--- src/sv/plm_pkg.sv ---
`timescale 1ns / 1ps
`default_nettype none
// ----------------------------------------------------------------------------
// plm_pkg: shared types and constants of the positional list engine
// Sizes of the list and of the transaction fields, command and status codes,
// and the operation that each storage cell performs in a cycle.
// ----------------------------------------------------------------------------
package plm_pkg;

   // List geometry
   localparam int DEPTH = 16;
   localparam int WIDTH = 32;
   localparam int IDX_W = $clog2(DEPTH);
   localparam int LEN_W = $clog2(DEPTH + 1);

   // Transaction field widths
   localparam int ACTION_W = 3;
   localparam int POS_W    = 5;
   localparam int STATUS_W = 2;

   typedef enum logic [ACTION_W-1:0] {
      ACT_APPEND = 3'd0,
      ACT_INSERT = 3'd1,
      ACT_POP    = 3'd2,
      ACT_READ   = 3'd3,
      ACT_FIND   = 3'd4,
      ACT_REMOVE = 3'd5
   } plm_action_type;

   typedef enum logic [STATUS_W-1:0] {
      STAT_OK    = 2'd0,
      STAT_RANGE = 2'd1,
      STAT_FULL  = 2'd2
   } plm_status_type;

   // What a cell loads at the next edge
   typedef enum logic [1:0] {
      CELL_HOLD,
      CELL_LOAD,
      CELL_TAKE_LEFT,
      CELL_TAKE_RIGHT
   } plm_cell_op_type;

   typedef enum logic {
      ST_IDLE,
      ST_APPLY
   } plm_state_type;

endpackage : plm_pkg
`default_nettype wire

--- src/sv/plm_cell.sv ---
`timescale 1ns / 1ps
`default_nettype none
// ----------------------------------------------------------------------------
// plm_cell: one storage cell of the list
// Holds one entry, takes a new value or a neighbor's entry when the list
// opens or closes a gap, and compares its entry against a search key.
// ----------------------------------------------------------------------------
module plm_cell (
   input  wire                           clock,
   input  var   plm_pkg::plm_cell_op_type cell_op,
   input  wire  [plm_pkg::WIDTH-1:0]     load_value,
   input  wire  [plm_pkg::WIDTH-1:0]     left_value,
   input  wire  [plm_pkg::WIDTH-1:0]     right_value,
   input  wire  [plm_pkg::WIDTH-1:0]     key_value,
   output logic [plm_pkg::WIDTH-1:0]     entry_value,
   output logic                          match
);
   import plm_pkg::*;

   logic [WIDTH-1:0] entry_ff;
   logic [WIDTH-1:0] entry_in;

   // Select the next entry
   always_comb begin
      unique case (cell_op)
         CELL_LOAD:       entry_in = load_value;
         CELL_TAKE_LEFT:  entry_in = left_value;
         CELL_TAKE_RIGHT: entry_in = right_value;
         default:         entry_in = entry_ff;
      endcase
   end

   always_ff @(posedge clock) begin
      entry_ff <= entry_in;
   end

   // Compare against the search key
   assign entry_value = entry_ff;
   assign match       = (entry_ff == key_value);

endmodule : plm_cell
`default_nettype wire

--- src/sv/positional_list_engine.sv ---
`timescale 1ns / 1ps
`default_nettype none
// ----------------------------------------------------------------------------
// positional_list_engine: bounded ordered list with insert and delete by index
// Keeps up to DEPTH values in a row of cells and runs append, insert, pop,
// read, find and remove commands, one result per command.
// ----------------------------------------------------------------------------
// Each transaction has an accept cycle and an apply cycle: in the accept cycle
// every cell compares its entry with the request value and the match vector is
// registered; in the apply cycle the first match is picked, the cells shift or
// load in parallel and the result goes to the output register. A new request
// is taken only once the previous one has been applied. The apply cycle waits
// only while a previous result sits unclaimed in the output register. The list
// holds no valid state apart from its length.
// ----------------------------------------------------------------------------
module positional_list_engine (
   input  wire                              clock,
   input  wire                              reset,
   input  wire                              req_valid,
   output logic                             req_ready,
   input  wire  [plm_pkg::ACTION_W-1:0]     req_action,
   input  wire  [plm_pkg::POS_W-1:0]        req_position,
   input  wire                              req_from_end,
   input  wire  [plm_pkg::WIDTH-1:0]        req_value,
   output logic                             rsp_valid,
   input  wire                              rsp_ready,
   output logic [plm_pkg::WIDTH-1:0]        rsp_result_value,
   output logic [plm_pkg::IDX_W-1:0]        rsp_result_position,
   output logic                             rsp_found,
   output logic [plm_pkg::STATUS_W-1:0]     rsp_status,
   output logic [plm_pkg::LEN_W-1:0]        rsp_length
);
   import plm_pkg::*;

   plm_state_type   state_ff, state_in;
   logic            apply_fire;

   logic [LEN_W-1:0]    len_ff, len_in;
   logic [ACTION_W-1:0] cmd_action_ff;
   logic [POS_W-1:0]    cmd_position_ff;
   logic                cmd_from_end_ff;
   logic [WIDTH-1:0]    cmd_value_ff;
   logic [DEPTH-1:0]    match_ff;

   logic [WIDTH-1:0]    entry_value [DEPTH];
   logic [DEPTH-1:0]    cell_match;
   plm_cell_op_type     cell_op [DEPTH];

   logic                rsp_valid_ff;
   logic [WIDTH-1:0]    rsp_value_ff;
   logic [IDX_W-1:0]    rsp_position_ff;
   logic                rsp_found_ff;
   logic [STATUS_W-1:0] rsp_status_ff;
   logic [LEN_W-1:0]    rsp_length_ff;

   // Apply-cycle decode
   logic [DEPTH-1:0]    first_hot;
   logic [IDX_W-1:0]    first_idx;
   logic                any_match;
   logic [IDX_W-1:0]    rd_idx;
   logic [WIDTH-1:0]    rd_value;
   logic [WIDTH-1:0]    res_value;
   logic [IDX_W-1:0]    res_position;
   logic                res_found;
   plm_status_type      res_status;
   logic                do_load, do_shift_up, do_shift_down;
   logic [LEN_W-1:0]    tgt;
   logic [LEN_W-1:0]    pos_l;

   // Row of cells
   for (genvar g = 0; g < DEPTH; g++) begin : g_cell
      logic [WIDTH-1:0] left_w, right_w;
      if (g == 0) begin : g_first
         assign left_w = cmd_value_ff;
      end else begin : g_inner_l
         assign left_w = entry_value[g-1];
      end
      if (g == DEPTH - 1) begin : g_last
         assign right_w = entry_value[g];
      end else begin : g_inner_r
         assign right_w = entry_value[g+1];
      end
      plm_cell u_cell (
         .clock       (clock),
         .cell_op     (cell_op[g]),
         .load_value  (cmd_value_ff),
         .left_value  (left_w),
         .right_value (right_w),
         .key_value   (req_value),
         .entry_value (entry_value[g]),
         .match       (cell_match[g])
      );
   end

   // Next state
   always_comb begin
      state_in = state_ff;
      unique case (state_ff)
         ST_IDLE:  if (req_valid) state_in = ST_APPLY;
         ST_APPLY: if (apply_fire) state_in = ST_IDLE;
         default:  state_in = ST_IDLE;
      endcase
   end

   // State outputs
   always_comb begin
      req_ready  = (state_ff == ST_IDLE);
      apply_fire = (state_ff == ST_APPLY) && (!rsp_valid_ff || rsp_ready);
   end

   always_ff @(posedge clock) begin
      if (reset) begin
         state_ff <= ST_IDLE;
      end else begin
         state_ff <= state_in;
      end
   end

   // Latch the command and the masked match vector on accept
   always_ff @(posedge clock) begin
      if (req_valid && req_ready) begin
         cmd_action_ff   <= req_action;
         cmd_position_ff <= req_position;
         cmd_from_end_ff <= req_from_end;
         cmd_value_ff    <= req_value;
         for (int i = 0; i < DEPTH; i++) begin
            match_ff[i] <= cell_match[i] && (LEN_W'(i) < len_ff);
         end
      end
   end

   // Pick the first match and encode its position
   always_comb begin
      first_hot = match_ff & (~match_ff + DEPTH'(1));
      any_match = |match_ff;
      first_idx = '0;
      for (int i = 0; i < DEPTH; i++) begin
         if (first_hot[i]) first_idx = first_idx | IDX_W'(i);
      end
   end

   // Decode the command against the current length
   always_comb begin
      pos_l         = LEN_W'(cmd_position_ff);
      res_value     = '0;
      res_position  = '0;
      res_found     = 1'b0;
      res_status    = STAT_OK;
      do_load       = 1'b0;
      do_shift_up   = 1'b0;
      do_shift_down = 1'b0;
      tgt           = '0;
      rd_idx        = cmd_position_ff[IDX_W-1:0];
      len_in        = len_ff;
      unique case (cmd_action_ff)
         ACT_APPEND: begin
            if (len_ff >= LEN_W'(DEPTH)) begin
               res_status = STAT_FULL;
            end else begin
               do_load = 1'b1;
               tgt     = len_ff;
               len_in  = len_ff + LEN_W'(1);
            end
         end
         ACT_INSERT: begin
            if (pos_l > len_ff) begin
               res_status = STAT_RANGE;
            end else if (len_ff >= LEN_W'(DEPTH)) begin
               res_status = STAT_FULL;
            end else begin
               do_load     = 1'b1;
               do_shift_up = 1'b1;
               tgt         = pos_l;
               len_in      = len_ff + LEN_W'(1);
            end
         end
         ACT_POP: begin
            if (cmd_from_end_ff) begin
               if (len_ff == '0) begin
                  res_status = STAT_RANGE;
               end else begin
                  tgt    = len_ff - LEN_W'(1);
                  rd_idx = tgt[IDX_W-1:0];
                  do_shift_down = 1'b1;
                  res_value     = rd_value;
                  len_in        = len_ff - LEN_W'(1);
               end
            end else if (pos_l >= len_ff) begin
               res_status = STAT_RANGE;
            end else begin
               tgt           = pos_l;
               do_shift_down = 1'b1;
               res_value     = rd_value;
               len_in        = len_ff - LEN_W'(1);
            end
         end
         ACT_READ: begin
            if (pos_l >= len_ff) begin
               res_status = STAT_RANGE;
            end else begin
               res_value = rd_value;
            end
         end
         ACT_FIND: begin
            res_found    = any_match;
            res_position = first_idx;
         end
         ACT_REMOVE: begin
            res_found = any_match;
            if (any_match) begin
               tgt           = LEN_W'(first_idx);
               do_shift_down = 1'b1;
               len_in        = len_ff - LEN_W'(1);
            end
         end
         default: begin
         end
      endcase
   end

   assign rd_value = entry_value[rd_idx];

   // Drive each cell's operation
   always_comb begin
      for (int i = 0; i < DEPTH; i++) begin
         cell_op[i] = CELL_HOLD;
         if (apply_fire) begin
            if (do_load && LEN_W'(i) == tgt) begin
               cell_op[i] = CELL_LOAD;
            end else if (do_shift_up && LEN_W'(i) > tgt) begin
               cell_op[i] = CELL_TAKE_LEFT;
            end else if (do_shift_down && LEN_W'(i) >= tgt) begin
               cell_op[i] = CELL_TAKE_RIGHT;
            end
         end
      end
   end

   // Advance the length
   always_ff @(posedge clock) begin
      if (reset) begin
         len_ff <= '0;
      end else if (apply_fire) begin
         len_ff <= len_in;
      end
   end

   // Output register: hold until the transaction is taken
   always_ff @(posedge clock) begin
      if (reset) begin
         rsp_valid_ff <= 1'b0;
      end else if (apply_fire) begin
         rsp_valid_ff <= 1'b1;
      end else if (rsp_ready) begin
         rsp_valid_ff <= 1'b0;
      end
   end

   always_ff @(posedge clock) begin
      if (apply_fire) begin
         rsp_value_ff    <= res_value;
         rsp_position_ff <= res_position;
         rsp_found_ff    <= res_found;
         rsp_status_ff   <= res_status;
         rsp_length_ff   <= len_in;
      end
   end

   assign rsp_valid           = rsp_valid_ff;
   assign rsp_result_value    = rsp_value_ff;
   assign rsp_result_position = rsp_position_ff;
   assign rsp_found           = rsp_found_ff;
   assign rsp_status          = rsp_status_ff;
   assign rsp_length          = rsp_length_ff;

`ifndef ASSERT_OFF
   a_len_bound: assert property (@(posedge clock) disable iff (reset)
      len_ff <= LEN_W'(DEPTH))
      else $error("list length exceeds depth");

   a_full_len: assert property (@(posedge clock) disable iff (reset)
      (rsp_valid_ff && rsp_status_ff == STAT_FULL) |-> rsp_length_ff == LEN_W'(DEPTH))
      else $error("full status with list not full");

   a_len_only_on_apply: assert property (@(posedge clock) disable iff (reset)
      (state_ff != ST_APPLY) |=> $stable(len_ff))
      else $error("length changed outside apply cycle");

   a_apply_result: assert property (@(posedge clock) disable iff (reset)
      apply_fire |=> rsp_valid_ff)
      else $error("applied command produced no result");
`endif

endmodule : positional_list_engine
`default_nettype wire

--- config.mk ---
export PLATFORM = sky130hd
export DESIGN_NAME = positional_list_engine
export DESIGN_NICKNAME = d
export VERILOG_FILES = /design/src/sv/plm_pkg.sv /design/src/sv/plm_cell.sv /design/src/sv/positional_list_engine.sv
export SDC_FILE = /design/constraint.sdc
export NUM_CORES = 2
export LEC_CHECK = 0
export ABC_AREA = 0
export BUFFER_PORTS_ARGS = -buffer_cell sky130_fd_sc_hd__clkbuf_2
export CAP_MARGIN = 20
export CORE_MARGIN = 5
export CORE_UTILIZATION = 44
export DETAILED_ROUTE_END_ITERATION = 8
export PLACE_DENSITY = 0.67
export SLEW_MARGIN = 20
export SYNTH_ARGS = -nofsm -noshare
export SYNTH_HDL_FRONTEND = slang
export SYNTH_SLANG_ARGS = --single-unit
--- constraint.sdc ---
create_clock -name clock -period 7.05 [get_ports clock]
set_clock_uncertainty 0.1 [all_clocks]
set_input_delay 0.705 -clock clock [delete_from_list [all_inputs] [get_ports clock]]
set_output_delay 0.705 -clock clock [all_outputs]
set_load 0.02 [all_outputs]
# ---- Word-level counts from Yosys, hierarchy flattened
# Cells that the tools add are included.
dict set report classes {
  bitwise_logic 4
  order_cmp 52
  multipliers 0
  n_eq_ne 83
  addsub 3
  n_shift 0
  div_mod_pow 0
  mux 140
  reduce_logical 91
}
# operator n
set ops {}
lappend ops {{$pmux W32 S3} 14}
lappend ops {{$eq A32 B32 Y1} 16}
lappend ops {{$pmux W32 S2} 3}
lappend ops {{$mux W32} 5}
lappend ops {{$mux W2} 69}
lappend ops {{$bmux W32 S4} 1}
lappend ops {{$logic_and A1 B1 Y1} 66}
lappend ops {{$eq A2 B2 Y1 const B} 31}
lappend ops {{$mux W5} 12}
lappend ops {{$mux W4} 12}
lappend ops {{$reduce_bool A3 Y1} 14}
lappend ops {{$eq A4 B5 Y1 const A} 8}
lappend ops {{$ge A4 B5 Y1 const A} 8}
lappend ops {{$gt A4 B5 Y1 const A} 8}
lappend ops {{$lt A4 B5 Y1 const A} 8}
lappend ops {{$pmux W5 S4} 2}
lappend ops {{$eq A2 B1 Y1 const B} 16}
lappend ops {{$eq A3 B5 Y1 const A} 4}
lappend ops {{$ge A3 B5 Y1 const A} 4}
lappend ops {{$gt A3 B5 Y1 const A} 4}
lappend ops {{$lt A3 B5 Y1 const A} 4}
lappend ops {{$add A16 B1 Y16 const B} 1}
lappend ops {{$and A16 B16 Y16} 1}
lappend ops {{$not A16 Y16} 1}
lappend ops {{other kinds (29)} 61}
dict set report totals {
  reg_bits 620
  rom_bits 0
  out_inout_bits 46
  n_memories 0
  mem_bits_rw 0
  latch_bits 0
  wordCells 402
}

# ---- Longest topological paths before layout
dict set report depth {
  ltp_word 29
  ltp_mapped 20
  depth_no_buf 16
}

# ---- Modules after synthesis
# Synthesis repeated with hierarchy kept, for this count alone.
dict set report unflattened {
  cells_unflattened 4287
  area_unflattened_um2 41957.7
}
# module cells_per_inst area_each_um2 instances seq_area_each_um2
set modules_own_cells {}
lappend modules_own_cells {plm_cell 183 1986.9 16 960.9}
lappend modules_own_cells {positional_list_engine 1359 10167.3 1 3173.0}

# ---- Worst setup path before layout
# No wires, ideal clock.
dict set report synth_timing {
  path_kind {register -> register}
  from {reg len_ff[4]}
  to {reg g_cell[6].u_cell.entry_ff[0] (enable)}
  stages_incl_launch_ff 14
  setup_slack_ps 1537
  n_path_buf 3
  setup_time_ps 461
  required_ps 6489
  arrival_ps 4951
  path_cell_list {dfxtp_1 buf_2 clkinv_1 ha_1 nand2_1 or2_0 clkbuf_1 a21boi_1 a2111o_1 nor2_2 and3_1 clkbuf_2 a22oi_1 nor3_1}
}
dict set report synth_between {
  elab_chain_cells 12
}
# element line_no
set synth_rtl {}
lappend synth_rtl {{start: declaration} positional_list_engine.sv:38} ;# logic [LEN_W-1:0] len_ff, len_in;
lappend synth_rtl {{start signal: assignment} positional_list_engine.sv:244} ;# len_ff <= len_in;
lappend synth_rtl {{$sub A5 B1 Y5, or another cell as far along} positional_list_engine.sv:182} ;# tgt = len_ff - LEN_W'(1);
lappend synth_rtl {{$mux W5 (on tied branches)} {positional_list_engine.sv:179, positional_list_engine.sv:168, positional_list_engine.sv:188}}
lappend synth_rtl {{$mux W5 (on tied branches)} {positional_list_engine.sv:178, positional_list_engine.sv:166}}
lappend synth_rtl {{$pmux W5 S4} positional_list_engine.sv:155} ;# unique case (cmd_action_ff)
lappend synth_rtl {{$ge A3 B5 Y1} positional_list_engine.sv:232} ;# end else if (do_shift_down && LEN_W'(i) >= tgt) begin
lappend synth_rtl {{$logic_and A1 B1 Y1} positional_list_engine.sv:232}
lappend synth_rtl {{$mux W2} positional_list_engine.sv:232}
lappend synth_rtl {{$mux W2} positional_list_engine.sv:230} ;# end else if (do_shift_up && LEN_W'(i) > tgt) begin
lappend synth_rtl {{$mux W2 (*)} positional_list_engine.sv:228} ;# if (do_load && LEN_W'(i) == tgt) begin
lappend synth_rtl {{$mux W2 (*)} positional_list_engine.sv:227} ;# if (apply_fire) begin
lappend synth_rtl {{$eq A2 B1 Y1 or $eq A2 B2 Y1 (tied branches)} plm_cell.sv:25} ;# unique case (cell_op)
lappend synth_rtl {{$reduce_bool A3 Y1 (no source line) (*)} --}
lappend synth_rtl {{end signal: assignment} plm_cell.sv:34} ;# entry_ff <= entry_in;
lappend synth_rtl {{end: declaration} plm_cell.sv:20} ;# logic [WIDTH-1:0] entry_ff;
# Mark *: on every way between the ends. The rest lies on a longest branch, timed or not.
# A chain may end at the register's enable or synchronous reset.

# ---- Worst setup path after layout
dict set report layout_timing {
  from {reg len_ff[3]}
  to {reg g_cell[13].u_cell.entry_ff[11] (data pin)}
}
dict set report layout_between {
  elab_chain_cells 12
}
# element line_no
set layout_rtl {}
lappend layout_rtl {{$sub A5 B1 Y5, or another cell as far along} positional_list_engine.sv:182}
lappend layout_rtl {{$mux W5 (on tied branches)} {positional_list_engine.sv:179, positional_list_engine.sv:168, positional_list_engine.sv:188}}
lappend layout_rtl {{$mux W5 (on tied branches)} {positional_list_engine.sv:178, positional_list_engine.sv:166}}
lappend layout_rtl {{$pmux W5 S4} positional_list_engine.sv:155}
lappend layout_rtl {{$ge A4 B5 Y1} positional_list_engine.sv:232}
lappend layout_rtl {{$logic_and A1 B1 Y1} positional_list_engine.sv:232}
lappend layout_rtl {{$mux W2} positional_list_engine.sv:232}
lappend layout_rtl {{$mux W2} positional_list_engine.sv:230}
lappend layout_rtl {{$mux W2 (*)} positional_list_engine.sv:228}
lappend layout_rtl {{$mux W2 (*)} positional_list_engine.sv:227}
lappend layout_rtl {{$eq A2 B2 Y1 or $eq A2 B1 Y1 (tied branches)} plm_cell.sv:25}
lappend layout_rtl {{$pmux W32 S3 (*)} plm_cell.sv:25}
lappend layout_rtl {{via g_cell[13].u_cell.entry_in[11]} plm_cell.sv:21} ;# logic [WIDTH-1:0] entry_in;
lappend layout_rtl {{end signal: assignment} plm_cell.sv:34}
lappend layout_rtl {{end: declaration} plm_cell.sv:20}
# The timed path passes the listed nets; every way through them passes the cells marked *.

==> impl_metrics.env <==
export IMPL_dieArea_mm2=0.09795
export IMPL_synth_warnings=0
export IMPL_synthTopCellsByCount="edfxtp_1 (613), nand2_1 (265), xor2_1 (264)"
export IMPL_holdPathEnd="cmd_action_ff[2]"
export IMPL_clockRootBuffer="clkbuf_16"
export IMPL_cp_num_buf_inv=3
export IMPL_seqPwrFrac_pct=43.9
export IMPL_first_pass_iters=6
export IMPL_cp_max_fo=33
export IMPL_cts_tree="built"
export IMPL_cts_sinks=620
export IMPL_die_h_um=313.0
export IMPL_coreArea_mm2=0.09139
export IMPL_start_kind="flip-flop"
export IMPL_fmaxAchievable_mhz=194.1
export IMPL_dr_first_iter_drc_count=5767
export IMPL_ant_nets=0
export IMPL_placementRows=111
export IMPL_worst_slew_pin_slew_ns=1.177
export IMPL_r2r_end="g_cell[13].u_cell.entry_value[11]"
export IMPL_dp_slack_ns=2.073
export IMPL_cts_hold_buf=0
export IMPL_synth_edf_count=613
export IMPL_swShare_pct=30.23
export IMPL_drive_gt1_share_pct=17.78
export IMPL_finalPower_w=0.01031
export IMPL_grt_ovfl_total=0
export IMPL_r2r_slack_ns=1.90
export IMPL_ctsResizeCount=0
export IMPL_min_period_ns=5.153
export IMPL_nFillCells=8185
export IMPL_worst_path_largest_cell_delay_ns=0.81
export IMPL_portBuffers=90
export IMPL_min_path_cells=1
export IMPL_antenna_found_initial=1
export IMPL_cp_cell_sequence="buf_4 > inv_1 > ha_1 > nand2_1 > or2_0 > a21bo_1 > a31o_4 > or2_1 > nand4_1 > nand2_1 > buf_4 > or2_2 > o2bb2ai_1"
export IMPL_cts_max_level=3
export IMPL_rsz0062_at_grt="no"
export IMPL_setup_viol_count_final=0
export IMPL_rr_worst_depth=13
export IMPL_die_w_um=313.0
export IMPL_status="finished clean"
export IMPL_area_growth_pct=10.11
export IMPL_crit_slowest_cell="or2_2"
export IMPL_fin_tns_setup_ns=0
export IMPL_dr_total_vias=32370
export IMPL_p_int_w=0.007192
export IMPL_synth_ff_type="edfxtp_1"
export IMPL_post_synth_top_area_cell="edfxtp_1"
export IMPL_cap_violations=0
export IMPL_final_hold_viol_count=0
export IMPL_via_per_inst=6.947
export IMPL_syn_cell_area_mm2=0.04039
export IMPL_r2r_start="len_ff[3]"
export IMPL_p_switching_w=0.003117
export IMPL_critPathKind="flip-flop to flip-flop"
export IMPL_wl_um=162500
export IMPL_synth_most_common_cell="edfxtp_1"
export IMPL_synth_area_leaders="edfxtp_1 (46%), mux4_2 (7.1%), xor2_1 (5.7%), mux2i_1 (5.6%), xnor2_1 (5.4%)"
export IMPL_placed_cell_area_mm2=0.04202
export IMPL_cts_made_buffers=75
export IMPL_yosysSeqAreaShare_pct=45.92
export IMPL_maxSlewHeadroom_pct=20.90
export IMPL_worstSetupEndpointType="flip-flop"
export IMPL_post_cts_setup_buffers=0
export IMPL_finalInstanceArea_mm2=0.04447
export IMPL_p_leak_nw=15.16
export IMPL_worst_hold_path_type="input pin to flip-flop"
export IMPL_drc=0
export IMPL_ir_worst_vdd_mv=0.1599
export IMPL_dpl_hpwl_um=115600
export IMPL_finalWeightedCongestion=1.012
export IMPL_async_flop_share_pct=0
export IMPL_grt_pass1_vias=30370
export IMPL_post_route_period_util_pct=73.09
export IMPL_initial_core_util_pct=44.20
export IMPL_final_max_slew_viol_count=0
export IMPL_required_ns=7.43
export IMPL_clk_latency_ns=0.64
export IMPL_cpLargestDelayFamily="simple AND/OR/NAND/NOR gates"
export IMPL_pin_count=91
export IMPL_synth_seq_cells=620
export IMPL_pwr_share_comb_pct=18.1
export IMPL_netlist_area_leader_share_pct=45.58
export IMPL_setup_ws_ns=1.897
export IMPL_hp_start="req_action[2]"
export IMPL_grt_total_usage_pct=31.86
export IMPL_p_per_area_mw_per_mm2=231.8
export IMPL_post_route_util_pct=48.67
export IMPL_path_clk_slew_ns=0.06
export IMPL_avgSynthCellArea_um2=11.63
export IMPL_wl_per_cell_um=34.87
export IMPL_grt_max_degree=97
export IMPL_grt_pass1_wl_um=229700
export IMPL_synth_cell_types=85
export IMPL_clk_path_buf_depth=3
export IMPL_netlist_instances=3474
export IMPL_nNetsFinal=3467
export IMPL_syn_nets=3530
export IMPL_clkPwrFrac_pct=38.0
export IMPL_crit_arrival_ns=5.53
## logic make-up after synthesis
kind of cell,Yosys count,share of synthesized area (%)
simple gates,748,9.287
mux,416,14.47
compound gates,822,15.11
buf+inv,343,3.717
xor+xnor,514,11.15
fa+ha+maj,11,0.3408
flops,620,45.92
## power groups by stage
stage	logic (W)	registers [W]	clock network, W
after floorplan	0.00120	0.00448	0
after global placement	0.00176	0.00459	0
after detailed placement	0.00178	0.00459	0
after CTS	0.00179	0.00451	0.00392
after global routing	0.00193	0.00453	0.00408
final	0.00187	0.00452	0.00392
## placed cells by master, fill, tap and decap left out, types with 53 or more instances in the layout
master     count
nor4_1        84
a22o_1        64
o21ai_0      175
xnor2_1      250
xor2_1       264
nor2b_1       68
nor2_1       120
mux2_2        64
a211oi_1      73
edfxtp_1     613
clkbuf_2      90
clkbuf_16     79
a21o_1        68
buf_4         87
nand2_1      264
o22a_1        65
mux4_2       128
a21oi_1       53
a22oi_1       67
nand4_1       81
mux2i_1      224
## stage by stage
stage,std cells,hold slack (ns)
2_1_floorplan,3474,0.3939
3_3_place_gp,4518,0.4121
3_5_place_dp,4519,0.4081
4_1_cts,4656,0.1269
5_1_grt,4657,0.1326
6_report,4660,0.1451
## state kept, by name (all words and copies together) (netlist names), 2 cells and up
register / count
cmd_action_ff: 3
cmd_position_ff: 5
cmd_value_ff: 32
g_cell.u_cell.entry_value: 512
len_ff: 5
match_ff: 16
rsp_length: 5
rsp_result_position: 4
rsp_result_value: 32
rsp_status: 2
## how the worst max path moves through the flow
stage                    from  depth (start not counted)                                end  slack, ns
global route        len_ff[3]                         14  g_cell[15].u_cell.entry_value[20]       1.66
global placement    len_ff[3]                         13   g_cell[13].u_cell.entry_value[2]       2.14
detailed placement  len_ff[3]                         13   g_cell[13].u_cell.entry_value[8]       2.07
finish              len_ff[3]                         13  g_cell[13].u_cell.entry_value[11]       1.90
floorplan           len_ff[4]                         13    g_cell[6].u_cell.entry_value[0]       1.54
CTS                 len_ff[3]                         13  g_cell[13].u_cell.entry_value[24]       2.05
## metal layers
metal	up-vias	track usage (%)	part of all wire (%)
li1	13240	-	-
met1	16070	42.50	37
met2	2636	47.95	43
met3	422	10.63	14
met4	0	13.23	5.6
met5	-	0	0
## area by class of cell
class                           instances  area, µm²  share of cell area [%]
Multi-Input combinational cell       2511      20700                   46.54
Sequential cell                       620      18550                   41.70
Clock buffer                           97       2074                   4.665
Tap cell                             1186       1484                   3.337
Timing Repair Buffer                  184       1251                   2.813
Clock inverter                         40      341.6                  0.7680
Inverter                               19      71.32                  0.1604
Antenna cell                            3      7.507                 0.01688
(Power assumes the default switching activity.)
